## src/hdl/ucnt_pkg.sv

```systemverilog
package ucnt_pkg;

  localparam int VALUE_W     = 64;
  localparam int COUNT_W     = 32;
  localparam int SLOT_W      = 6;
  localparam int KIND_W      = 2;
  localparam int RKIND_W     = 2;
  localparam int CFG_INDEX_W = 2;
  localparam int CFG_DATA_W  = 2;
  localparam int QUEUE_DEPTH = 2;

  // Element kinds.
  localparam logic [KIND_W-1:0] KIND_INT32   = 2'd0;
  localparam logic [KIND_W-1:0] KIND_INT64   = 2'd1;
  localparam logic [KIND_W-1:0] KIND_FLOAT32 = 2'd2;

  // Result kinds.
  localparam logic [RKIND_W-1:0] RES_ELEMENT  = 2'd0;
  localparam logic [RKIND_W-1:0] RES_DISTINCT = 2'd1;
  localparam logic [RKIND_W-1:0] RES_EMPTY    = 2'd2;

  // Commands.
  localparam logic CMD_ELEMENT = 1'b0;
  localparam logic CMD_FINISH  = 1'b1;

  // Configuration register indexes.
  localparam logic [CFG_INDEX_W-1:0] CFG_ELEMENT_KIND = 2'd0;
  localparam logic [CFG_INDEX_W-1:0] CFG_COUNT_ENABLE = 2'd1;

  typedef struct packed {
    logic               command;
    logic [VALUE_W-1:0] element_value;
  } item_t;

  typedef struct packed {
    logic [RKIND_W-1:0] result_kind;
    logic [SLOT_W-1:0]  slot_index;
    logic [VALUE_W-1:0] distinct_value;
    logic [COUNT_W-1:0] occurrences;
    logic               table_overflow;
    logic               last_entry;
  } result_t;

  // Classified item as it waits between the front and the back.
  typedef struct packed {
    logic               finish;
    logic [VALUE_W-1:0] key;
    logic               is_nan;
    logic               is_zero;
  } entry_t;

  typedef struct packed {
    logic [KIND_W-1:0] element_kind;
    logic              count_enable;
  } cfg_t;

  function automatic logic is_nan32(logic [31:0] v);
    return (v[30:23] == 8'hFF) && (v[22:0] != 23'd0);
  endfunction

  function automatic logic is_zero32(logic [31:0] v);
    return v[30:0] == 31'd0;
  endfunction

endpackage

```

## src/hdl/ucnt_front.sv

```systemverilog
module ucnt_front
  import ucnt_pkg::*;
(
  input  logic   clk,
  input  logic   rst,
  input  cfg_t   cfg,
  input  logic   item_valid,
  output logic   item_stall,
  input  item_t  item,
  output logic   q_valid,
  output entry_t q_entry,
  input  logic   q_pop
);

  localparam int PTR_W  = (QUEUE_DEPTH > 1) ? $clog2(QUEUE_DEPTH) : 1;
  localparam int FILL_W = $clog2(QUEUE_DEPTH + 1);

  entry_t             slots_q [QUEUE_DEPTH];
  entry_t             classified;
  logic [PTR_W-1:0]   wr_ptr;
  logic [PTR_W-1:0]   rd_ptr;
  logic [FILL_W-1:0]  fill;
  logic [FILL_W-1:0]  fill_next;
  logic               push;

  // Narrow the key to the element kind and flag float NaN and zero.
  always_comb begin
    classified.finish  = (item.command == CMD_FINISH);
    classified.is_nan  = is_nan32(item.element_value[31:0]);
    classified.is_zero = is_zero32(item.element_value[31:0]);
    case (cfg.element_kind)
      KIND_INT32, KIND_FLOAT32: begin
        classified.key = {32'd0, item.element_value[31:0]};
      end
      default: begin
        classified.key = item.element_value;
      end
    endcase
  end

  assign item_stall = (fill == FILL_W'(QUEUE_DEPTH));
  assign push       = item_valid && !item_stall;
  assign q_valid    = (fill != '0);
  assign q_entry    = slots_q[rd_ptr];

  always_comb begin
    fill_next = fill;
    if (push && !q_pop) begin
      fill_next = fill + FILL_W'(1);
    end else if (!push && q_pop) begin
      fill_next = fill - FILL_W'(1);
    end
  end

  always_ff @(posedge clk) begin
    if (push) begin
      slots_q[wr_ptr] <= classified;
    end
  end

  always_ff @(posedge clk) begin
    if (rst) begin
      wr_ptr <= '0;
      rd_ptr <= '0;
      fill   <= '0;
    end else begin
      fill <= fill_next;
      if (push) begin
        wr_ptr <= (wr_ptr == PTR_W'(QUEUE_DEPTH - 1)) ? '0 : wr_ptr + PTR_W'(1);
      end
      if (q_pop) begin
        rd_ptr <= (rd_ptr == PTR_W'(QUEUE_DEPTH - 1)) ? '0 : rd_ptr + PTR_W'(1);
      end
    end
  end

endmodule

```

## config.mk

```make
export PLATFORM = sky130hd
export DESIGN_NAME = ucnt_front
export DESIGN_NICKNAME = d
export VERILOG_FILES = /design/src/hdl/ucnt_pkg.sv /design/src/hdl/ucnt_front.sv
export SDC_FILE = /design/constraint.sdc
export NUM_CORES = 1
export LEC_CHECK = 0
export ABC_CLOCK_PERIOD_IN_PS = 4560
export BUFFER_PORTS_ARGS = -buffer_cell sky130_fd_sc_hd__buf_2
export CORE_MARGIN = 1
export CORE_UTILIZATION = 45
export DETAILED_ROUTE_END_ITERATION = 7
export PLACE_DENSITY = 0.7
export SYNTH_ARGS = -nofsm -noshare
export SYNTH_HDL_FRONTEND = slang
export SYNTH_SLANG_ARGS = --single-unit
```

## constraint.sdc

```tcl
create_clock -name clk -period 4.56 [get_ports clk]
set_input_delay 0.912 -clock clk [delete_from_list [all_inputs] [get_ports clk]]
set_output_delay 0.912 -clock clk [all_outputs]
set_load 0.02 [all_outputs]
```

==> key figures, run 1 <==
STA
  • TNS Setup: 0 ps
  • Final Hold Viols: 0
  • Worst-Margin Slew: about 960 ps
  • Final max-slew violation count: 0
  • Final worst-path cycle share: 67.44%
  • RSZ-0062 raised after global routing: no
  • Max-slew headroom: roughly 36%
  • Layout Skew: 5.395 ps
  • Achievable frequency: approximately 0.33 GHz
  • Fin crit period: 3075 ps
  • Setup violations, final: 0

Place
  • Final RePlAce weighted congestion: 0.6866
  • IO buf count: between 100 and 150
  • HPWL after detailed placement: 6.062 mm
  • DP Area: 6190 um2

Die
  • Core area: 11,520 um2
  • I/O pin count: 141
  • Chip width: about 110 um
  • Die height: 111.1 um
  • Die footprint: 12,340 um2
  • Num rows: 39
  • Starting Density: 46.51%

Clock tree
  • Worst-skew pair later-pin latency: 410 ps
  • CTS tree: built
  • CTS Root Cell: clkbuf_16
  • Total CTS buffers: 17
  • H-tree depth: 4
  • Hold_buf cts: 0
  • Clk sink count: 139
  • Clock Path Buffers: 2
  • Resize count post-CTS: 0
  • Total setup buffers inserted after CTS: 0
  • Clock-pin slew on the worst setup and hold paths: 50 ps

Worst setup path
  • Crit. End Element: output pin
  • Startpoint types: flip-flop
  • CP Cell Sequence: buf_12 -> mux2_2 -> buf_2
  • Slowest stage cell, crit path: dfxtp_2
  • Crit-path max FO: 34
  • Worst path required time: 3650 ps
  • Arr. time, crit path: 2160 ps
  • Crit path largest cell delay: 880 ps
  • Critical path class: flip-flop to output pin

Yosys
  • Area fraction of the dominant cell type after synthesis: 75.12%
  • Synth area leaders: edfxtp_1, mux2_2, and2_1
  • Syn Area/Cell: 18.86 um2
  • Syn Inst Count: 284
  • Main synth FF type: edfxtp_1
  • FF+latch count, synth: ~140
  • Unique masters post-synth: 23
  • Register area share after synthesis: between 70% and 80%
  • Synthesis Warnings: 0
  • Async SR Flop Fraction: 0%
  • Area leader, netlist: edfxtp_1
  • EDFF count, synth: about 130
  • Syn nets: about 360
  • Mapped Area: 5356 um2

Layout
  • Commonest non-fill, non-tap cell in the layout: buf_2
  • Share of post-route cells with drive strength above 1: roughly 52%
  • # fillers: just over 900
  • # diodes: 0
  • Most frequent cells in the layout: buf_2, edfxtp_1, mux2_2, and2_1, clkbuf_16
  • Final Util: roughly 58%
  • Area grow syn2layout: 24.39%
  • NumNets Final: just over 500
  • Post-route cell area: 6663 um2

Detailed routing
  • Drc violations: 22
  • Router iterations before antenna repair: 6
  • Remaining antenna violation count after routing: 0
  • WL/cell: 16.68 um
  • Total number of vias: 2,962
  • Post-DR vias/cell: 5.055
  • Total Wirelength: 9.773 mm
  • DRT iter0 DRCs: 179

Status
  • Failing checks: DRC
  • Status: finished, violations left

Power
  • Internal: around 0.0024 W
  • Overall power: 0.003215 W
  • Sw frac: about a quarter
  • NetSw: 0.0007946 W
  • Comb power frac: 15.4%
  • Pleak: between 2 and 3 nW
  • Clock power share: 34.9%
  • Seq pwr share: between 40% and 50%
  • Worst vdd ir: 0.0004025 V
  • Power Density: between 400 and 500 nW/um2

Global route
  • First-pass GRT wire length: 15.45 mm
  • Total gr overflow: 0
  • Initial antenna violation count: 0
  • Vias in the first global route: between 3,000 and 4,000
  • Largest net degree at the start of global routing: 68
  • Aggregate global-route resource usage: between 10% and 20%

Run
  • Max cap viols: 0

Worst hold path
  • Type of the tightest min-delay check: flip-flop to flip-flop
registers in the layout (all words and copies together), names as in the netlist, named ones only:
name / cells
slots_q: 134
fill: 2
rd_ptr: 1
wr_ptr: 1
routing by layer:
| layer | global-route usage (%) | vias up | routed length, um |
|---|---|---|---|
| li1 | - | 1385 | - |
| met1 | 20.24 | 1455 | 4052 |
| met2 | 26.67 | 108 | 4760 |
| met3 | 6.506 | 14 | 812 |
| met4 | 7.297 | 0 | 148 |
| met5 | 0 | - | 0 |
Yosys cell counts (2+ instances only):
master,number
buf_2,3
nor3_1,2
edfxtp_1,134
dfxtp_1,5
mux2_2,67
o21ai_0,2
buf_6,3
nand2_1,2
and2_1,33
clkbuf_1,3
xor2_1,2
a21oi_1,2
inv_1,3
nor4_1,7
nor2_1,5
nand4_1,3
or3_1,2
power by group through the flow:
stage	clock, W	combinational (W)	sequential (W)
final	0.00112	0.000496	0.00160
after global routing	0.00120	0.000532	0.00161
after CTS	0.00115	0.000505	0.00160
after detailed placement	0	0.000502	0.00162
after global placement	0	0.000495	0.00162
after floorplan	0	0.000343	0.00160
kinds of logic after synthesis:
group / count (synthesis) / synth area share (%)
flip-flops: 139 / 76.99
multiplexers: 67 / 14.09
AND/OR/NAND/NOR: 56 / 6.214
buffers and inverters: 13 / 1.472
AO/OA/AOI/OAI: 5 / 0.5140
XOR/XNOR: 3 / 0.4906
adder cells (fa/ha/maj): 1 / 0.2336
through the flow:
step | std cells | setup WS [ps] | hold slack, ps
4_1_cts | 586 | 1422 | 494.8
6_report | 586 | 1485 | 489.3
2_1_floorplan | 284 | 1457 | 451.6
3_3_place_gp | 557 | 1882 | 477.2
5_1_grt | 586 | 1354 | 548.1
3_5_place_dp | 557 | 1875 | 487.4
final cells by class:
cell class	instances	area, um2	area share (%)
tap	143	178.9	2.685
sequential	139	4125	61.92
inverter	3	11.26	0.1690
clock inverter	7	28.78	0.4319
multi-input combinational	132	1156	17.35
clock buffer	22	444.2	6.667
timing repair buffer	140	718.2	10.78
critical path: cells and delay by family (launching register included):
family	cells	cell delay, ps
DFF	1	880
buffers and inverters	2	470
muxes	1	370
worst paths after layout:
check             startpoint        endpoint  slack, ps  cells past startpoint
setup / recovery   flip-flop     q_entry[48]       1480                      3
setup reg to reg     fill[1]  slots_q[0][21]       2570                      4
hold / removal        wr_ptr          wr_ptr        490                      2
hold reg to reg       wr_ptr          wr_ptr        490                      2
Note: power is estimated with default switching activity, not from simulation.
==> run 2: changes to the inputs <==
--- a/config.mk
+++ b/config.mk
@@ -5,7 +5,7 @@
 export SDC_FILE = /design/constraint.sdc
 export NUM_CORES = 1
 export LEC_CHECK = 0
-export ABC_CLOCK_PERIOD_IN_PS = 4560
+export ABC_CLOCK_PERIOD_IN_PS = 3200
 export BUFFER_PORTS_ARGS = -buffer_cell sky130_fd_sc_hd__buf_2
 export CORE_MARGIN = 1
 export CORE_UTILIZATION = 45
==> constraint.sdc (replaced) <==
create_clock -name clk -period 3.2 [get_ports clk]
set_input_delay 0.64 -clock clk [delete_from_list [all_inputs] [get_ports clk]]
set_output_delay 0.64 -clock clk [all_outputs]
set_load 0.02 [all_outputs]
==> run 2 against run 1 <==
The flow still finishes with violations (DRC). Final cell count up 1.0%. Sequential power up 41%. Count of clock-buffer cells in the layout up 2. Sequential share of layout area down 1.0 points. Hold slack worse by 73 ps. Core utilization up 0.99 points. Sequential cell count unchanged. Critical path depth unchanged. First-iteration DRC count up 12%. Global-route usage down 0.38 points. Clock power up 62%. Largest power group unchanged.
==> key figures, run 2 (same netlist as run 1, synthesis figures left out) <==
STA
  • Final worst-path cycle share: roughly three quarters
  • Achievable frequency: 0.4162 GHz
  • Final Hold Viols: 0 (unchanged)
  • Layout Skew: 11.30 ps (+5.906 ps)
  • Worst-Margin Slew: 523.6 ps (-433.9 ps)
  • Final max-slew violation count: 0 (unchanged)
  • Fin crit period: 2403 ps
  • TNS Setup: 0 ps (unchanged)
  • Setup violations, final: 0 (unchanged)
  • RSZ-0062 raised after global routing: no
  • Final hold slack: 416.4 ps (-72.98 ps)
  • Max-slew headroom: 65.09% (+29 points)

Detailed routing
  • Drc violations: 22 (unchanged)
  • Routed length on met2: 4.521 mm (-5.0%)
  • Remaining antenna violation count after routing: 0 (unchanged)
  • Metal-1 WL: 4.091 mm (+0.96%)
  • Max Used Layer: met4
  • Total Wirelength: 9.592 mm (-1.9%)
  • Total number of vias: 2,945 (-0.57%)
  • WL/cell: 16.20 um (-2.8%)
  • Wire length on met3: 850 um (+4.7%)
  • Post-DR vias/cell: 4.975 (-1.6%)
  • Router iterations before antenna repair: 6 (unchanged)
  • DRT iter0 DRCs: 200 (+12%)

Power
  • Pleak: 2.580 nW (+2.3%)
  • Worst vdd ir: 0.0004114 V (+2.2%)
  • Power Density: 708.3 nW/um2 (+47%)

Die
  • Die footprint: 12,340 um2 (unchanged)
  • Num rows: 39 (unchanged)
  • Core area: 11,520 um2 (unchanged)
  • Starting Density: 46.51% (unchanged)
  • Chip width: 111.1 um (unchanged)
  • I/O pin count: 141 (unchanged)
  • Die height: 111.1 um (unchanged)

Clock tree
  • CTS tree: built
  • Resize count post-CTS: 0 (unchanged)
  • H-tree depth: 4 (unchanged)
  • Clock-pin slew on the worst setup and hold paths: 60 ps (about the same)
  • Total setup buffers inserted after CTS: 0 (unchanged)
  • CTS Root Cell: clkbuf_16
  • Worst-skew pair later-pin latency: 420 ps (about the same)
  • Clock Path Buffers: 2 (unchanged)
  • Clk sink count: 139 (unchanged)
  • Hold_buf cts: 0 (unchanged)
  • Total CTS buffers: 17 (unchanged)

Layout
  • Most frequent cells in the layout: buf_2, edfxtp_1, mux2_2, and2_1, clkbuf_16
  • Share of post-route cells with drive strength above 1: 54.12% (+2.0 points)
  • Biggest register: slots_q
  • NumNets Final: 509 (+0.59%)
  • Largest registers: slots_q: 134 flops, fill: 2 flops
  • Final cell count without fillers: 592 (+1.0%)
  • Final Util: 58.84% (+0.99 points)
  • Max FFs per register: 134 (unchanged)
  • # diodes: 0 (unchanged)
  • Area grow syn2layout: 26.51%
  • Commonest non-fill, non-tap cell in the layout: buf_2

Worst hold path
  • Type of the tightest min-delay check: primary input to flip-flop

Global route
  • Total gr overflow: 0 (unchanged)
  • Largest net degree at the start of global routing: 42 (-38%)
  • Aggregate global-route resource usage: 16.34% (-0.38 points)
  • Initial antenna violation count: 0 (unchanged)
  • Vias in the first global route: 3,055 (-0.94%)
  • First-pass GRT wire length: 14.97 mm (-3.1%)

Run
  • Max cap viols: 0 (unchanged)

Worst setup path
  • CP top delay family: buffers and inverters
  • CP Cell Sequence: buf_4 -> mux2_2 -> buf_2
  • Crit-path max FO: 38 (+12%)
  • Worst Path Buf+Inv: 2 (unchanged)
  • Critical path class: flip-flop to output pin
  • Arr. time, crit path: 1760 ps (-400 ps)
  • Startpoint types: flip-flop
  • Crit path largest cell delay: 440 ps (-440 ps)
  • Reg2Reg Setup Slack: 1350 ps (-1220 ps)
  • Worst path required time: 2560 ps (-1090 ps)
  • Slowest stage cell, crit path: buf_4
  • Crit. End Element: output pin

Place
  • IO buf count: 138 (unchanged)
  • Inst Count DP: 560 (+0.54%)
  • Final RePlAce weighted congestion: 0.6992 (+1.8%)
  • HPWL after detailed placement: 6.226 mm (+2.7%)

Status
  • Status: finished, violations left
  • Failing checks: DRC
[run 2: power breakdown]
group          switching, W  internal [W]  total, W
logic              0.000449      0.000288  0.000737
clock network      0.000687       0.00112   0.00181
registers         0.0000431       0.00221   0.00225
[run 2: metal layers]
layer | track usage (%) | up-vias
li1 | - | 1398
met1 | 19.40 | 1426
met2 | 25.37 | 111
met3 | 7.217 | 10
met4 | 8.108 | 0
met5 | 0 | -
[run 2: cell type report]
cell class                      count  area [um2]
Clock buffer                       24       481.7
Clock inverter                      8       70.07
Fill cell                         899        4740
Inverter                            3       11.26
Multi-Input combinational cell    132        1156
Sequential cell                   139        4125
Tap cell                          143       178.9
Timing Repair Buffer              143       753.2
[run 2: worst paths after layout]
path | startpoint | end | depth (start not counted)
hold / removal | item[64] | slots_q[1][66] | 1
hold reg to reg | wr_ptr | wr_ptr | 2
setup / recovery | flip-flop | q_entry[10] | 3
setup reg to reg | fill[0] | slots_q[0][16] | 4
[run 2: stage by stage]
stage	setup slack [ps]	power [W]	area, um2
floorplan	369.3	0.002775	5356
global placement	1057	0.003015	6225
detailed placement	1032	0.003037	6225
CTS	763.5	0.004851	6777
global route	727.0	0.004983	6777
finish	797.1	0.004800	6777
==> run 3: changes to the inputs <==
--- a/config.mk
+++ b/config.mk
@@ -5,12 +5,13 @@
 export SDC_FILE = /design/constraint.sdc
 export NUM_CORES = 1
 export LEC_CHECK = 0
-export ABC_CLOCK_PERIOD_IN_PS = 3200
+export ABC_AREA = 1
+export ABC_CLOCK_PERIOD_IN_PS = 2000
 export BUFFER_PORTS_ARGS = -buffer_cell sky130_fd_sc_hd__buf_2
 export CORE_MARGIN = 1
 export CORE_UTILIZATION = 45
 export DETAILED_ROUTE_END_ITERATION = 7
-export PLACE_DENSITY = 0.7
+export PLACE_DENSITY = 0.72
 export SYNTH_ARGS = -nofsm -noshare
 export SYNTH_HDL_FRONTEND = slang
 export SYNTH_SLANG_ARGS = --single-unit
==> constraint.sdc (replaced) <==
create_clock -name clk -period 2 [get_ports clk]
set_input_delay 0.4 -clock clk [delete_from_list [all_inputs] [get_ports clk]]
set_output_delay 0.4 -clock clk [all_outputs]
set_load 0.02 [all_outputs]
==> run 3 against run 2 <==
The run now ends clean. Total power up 66%. Critical path depth increased by 1. Area after synthesis increased by 4.2%. Via count is 11% higher. Register-to-register slack got worse by 920 ps. Non-clock buffer count up 14. Setup slack worse by 780 ps. Hold slack got worse by 240 ps. Critical endpoint is now q_entry[29]. Largest power group unchanged. Highest routed layer unchanged.
==> key figures, run 3 <==
Detailed routing
  • Drc violations: 0 (-100%)
  • Remaining antenna violation count after routing: 0 (unchanged)
  • Total Wirelength: 10.67 mm (+11%)
  • Total number of vias: 3,277 (+11%)
  • Router iterations before antenna repair: 4 (-2)
  • WL/cell: 15.42 um (-4.8%)
  • DRT iter0 DRCs: 167 (-17%)
  • Post-DR vias/cell: 4.736 (-4.8%)

Clock tree
  • Hold_buf cts: 0 (unchanged)
  • Clock-pin slew on the worst setup and hold paths: 50 ps (about the same)
  • CTS tree: built
  • Total CTS buffers: 17 (unchanged)
  • Clock Path Buffers: 2 (unchanged)
  • Clk sink count: 139 (unchanged)
  • CTS Root Cell: clkbuf_16
  • Worst-skew pair later-pin latency: 420 ps (about the same)
  • H-tree depth: 4 (unchanged)

Layout
  • Max FFs per register: 134 (unchanged)
  • # fillers: 901 (+0.22%)
  • Most frequent cells in the layout: edfxtp_1, buf_2, nand2_1, inv_1, mux2_2
  • # diodes: 0 (unchanged)
  • Biggest register: slots_q
  • Area grow syn2layout: 33.26%
  • Post-route cell area: 7435 um2 (+9.7%)
  • Share of post-route cells with drive strength above 1: 48.28% (-5.8 points)
  • Final cell count without fillers: 692 (+17%)
  • Largest registers: slots_q: 134 flops, fill: 2 flops
  • NumNets Final: 584 (+15%)
  • Commonest non-fill, non-tap cell in the layout: edfxtp_1

Worst setup path
  • Reg2reg end: fill[1]
  • CP Cell Sequence: buf_4 -> clkbuf_16 -> mux2_4 -> buf_2
  • Reg2Reg Setup Slack: 430 ps (-920 ps)
  • Worst Path Buf+Inv: 3 (+1)
  • Worst-case reg-to-reg path depth: 9 (+5)
  • FF-to-FF Start: fill[1]
  • Crit path largest cell delay: 380 ps (-60 ps)
  • Startpoint types: flip-flop
  • CP top delay family: buffers and inverters
  • Critical path class: flip-flop to output pin
  • Crit. End Element: output pin
  • Crit-path max FO: 6 (-84%)
  • Slowest stage cell, crit path: dfxtp_4
  • Arr. time, crit path: 1590 ps (-170 ps)
  • Worst path required time: 1600 ps (-960 ps)

Yosys
  • Post-synthesis compound-gate area fraction: 0.3588% (-0.16 points)
  • Syn nets: 418 (+17%)
  • Async SR Flop Fraction: 0% (unchanged)
  • Adder-cell share of the synthesized area: 0.2243% (-0.0093 points)
  • Xor/xnor share of the synthesized area: 0.1570% (-0.33 points)
  • Synth area leaders: edfxtp_1, mux2_4, mux2_2
  • Area fraction of the dominant cell type after synthesis: 72.12% (-3.0 points)
  • Most common cell in the netlist: edfxtp_1
  • Main combinational cell family by area after synthesis: multiplexers
  • FF+latch count, synth: 139 (unchanged)
  • EDFF count, synth: 134 (unchanged)
  • Unique masters post-synth: 20 (-13%)
  • Syn Inst Count: 345 (+21%)
  • Register area share after synthesis: 73.92% (-3.1 points)
  • Mux contribution to synthesized area: 15.54% (+1.5 points)
  • Area leader, netlist: edfxtp_1
  • Most frequent cells after synthesis: edfxtp_1, nand2_1, inv_1, mux2_2, mux2_4
  • Synthesis Warnings: 0 (unchanged)
  • Syn Area/Cell: 16.17 um2 (-14%)
  • Synth Area in Simple Gates: 5.764% (-0.45 points)
  • Main synth FF type: edfxtp_1
  • Mapped Area: 5579 um2 (+4.2%)

Worst hold path
  • Hold worst-path end: rd_ptr
  • Hold depth: 2 (+1)
  • HP Start: rst
  • Type of the tightest min-delay check: primary input to flip-flop

Power
  • Comb power frac: 16.1% (+0.7 points)
  • Sw frac: 23.09% (-1.5 points)
  • Clock power share: 39.4% (+1.7 points)
  • Power Density: 1070 nW/um2 (+51%)
  • Worst vdd ir: 0.0006817 V (+66%)
  • Pleak: 3.171 nW (+23%)
  • Seq pwr share: 44.5% (-2.5 points)
  • Internal: 0.006120 W (+69%)
  • NetSw: 0.001838 W (+56%)

Place
  • DP Area: 6543 um2 (+5.1%)
  • HPWL after detailed placement: 6.560 mm (+5.4%)
  • Pre-CTS WS: 409.3 ps (-622.5 ps)
  • Final RePlAce weighted congestion: 0.7015 (+0.33%)
  • IO buf count: 138 (unchanged)
  • Inst Count DP: 647 (+16%)

Global route
  • Total gr overflow: 0 (unchanged)
  • Initial antenna violation count: 0 (unchanged)
  • Vias in the first global route: 3,340 (+9.3%)
  • Largest net degree at the start of global routing: 38 (-9.5%)
  • First-pass GRT wire length: 15.89 mm (+6.1%)
  • Aggregate global-route resource usage: 17.02% (+0.68 points)

Die
  • Die height: 113.3 um (+2.0%)
  • Num rows: 40 (+2.6%)
  • Die footprint: 12,850 um2 (+4.1%)
  • Core area: 12,060 um2 (+4.7%)
  • Starting Density: 46.26% (-0.26 points)
  • I/O pin count: 141 (unchanged)
  • Chip width: 113.3 um (+2.0%)

STA
  • Worst Slack Setup Final: 13.00 ps (-784.1 ps)
  • Layout Skew: 6.173 ps (-5.129 ps)
  • Final max-slew violation count: 0 (unchanged)
  • Achievable frequency: 0.5033 GHz
  • RSZ-0062 raised after global routing: yes
  • Setup violations, final: 0 (unchanged)
  • Final worst-path cycle share: approximately 99%
  • Final Hold Viols: 0 (unchanged)
  • Max-slew headroom: 61.91% (-3.2 points)
  • Fin crit period: about 2000 ps
  • Worst-Margin Slew: 571.4 ps (+47.78 ps)

Run
  • Max cap viols: 0 (unchanged)

Status
  • Status: finished, final reports clean
## run 3: cell count changes in the layout (fill, tap and decap cells not counted), sizes merged, moves of 7 or more
| cell | previous run | this run |
|---|---|---|
| nor2 | 5 | 27 |
| and2 | 33 | 0 |
| nor4 | 7 | 0 |
| buf | 143 | 152 |
| inv | 3 | 42 |
| nand2 | 2 | 46 |
## run 3: how the worst max path moves through the flow
stage / slack (ps) / cells after the start / endpoint
floorplan: 60 / 3 / slots_q[1][0]
global placement: 420 / 3 / q_entry[50]
detailed placement: 410 / 3 / q_entry[25]
CTS: -20 / 3 / q_entry[62]
global route: -40 / 4 / q_entry[24]
finish: 10 / 4 / q_entry[29]
## run 3: through the flow
stage	setup TNS (ps)	hold WS, ps	util [%]	power, W
5_1_grt	-672.0	158.6	61.64	0.008264
3_5_place_dp	0	521.3	54.24	0.004745
4_1_cts	-92.37	149.8	59.51	0.007917
3_3_place_gp	0	495.2	54.24	0.004711
6_report	0	172.7	61.64	0.007957
2_1_floorplan	0	472.4	-	0.004340
## run 3: timing repair
| item | CTS | global route |
|---|---|---|
| gates resized for setup | 5 | 20 |
| buffers inserted | 0 | 5 |
| endpoints found under the setup margin | 28 | 27 |
| gates cloned | 1 | 7 |
## run 3: logic make-up (layout without fill, tap and decap cells)
kind of cell,count (synthesis),count (layout)
buffers and inverters,52,231
multiplexers,67,67
flip-flops,139,139
XOR/XNOR,1,1
adder cells (fa/ha/maj),1,1
AND/OR/NAND/NOR,81,81
AO/OA/AOI/OAI,4,4
## run 3: layout make-up
type	instances	area, um2	share of cell area [%]
timing repair buffer	157	1089	14.64
clock buffer	21	440.4	5.924
sequential	139	4128	55.52
tap	168	210.2	2.827
multi-input combinational	154	1260	16.95
inverter	42	157.7	2.120
clock inverter	11	150.1	2.020
## run 3: per-layer routing
| metal | up-vias | global-route usage [%] | share of wire (%) |
|---|---|---|---|
| li1 | 1557 | - | - |
| met1 | 1575 | 19.03 | 40 |
| met2 | 128 | 28.63 | 50 |
| met3 | 17 | 5.945 | 7.8 |
| met4 | 0 | 9.211 | 1.7 |
| met5 | - | 0 | 0 |
## run 3: power by group through the flow
stage	Clock (W)	Sequential (W)	Combinational [W]
after floorplan	0	0.00358	0.000761
after global placement	0	0.00358	0.00113
after detailed placement	0	0.00360	0.00115
after CTS	0.00320	0.00355	0.00117
after global routing	0.00333	0.00356	0.00138
final	0.00313	0.00354	0.00128
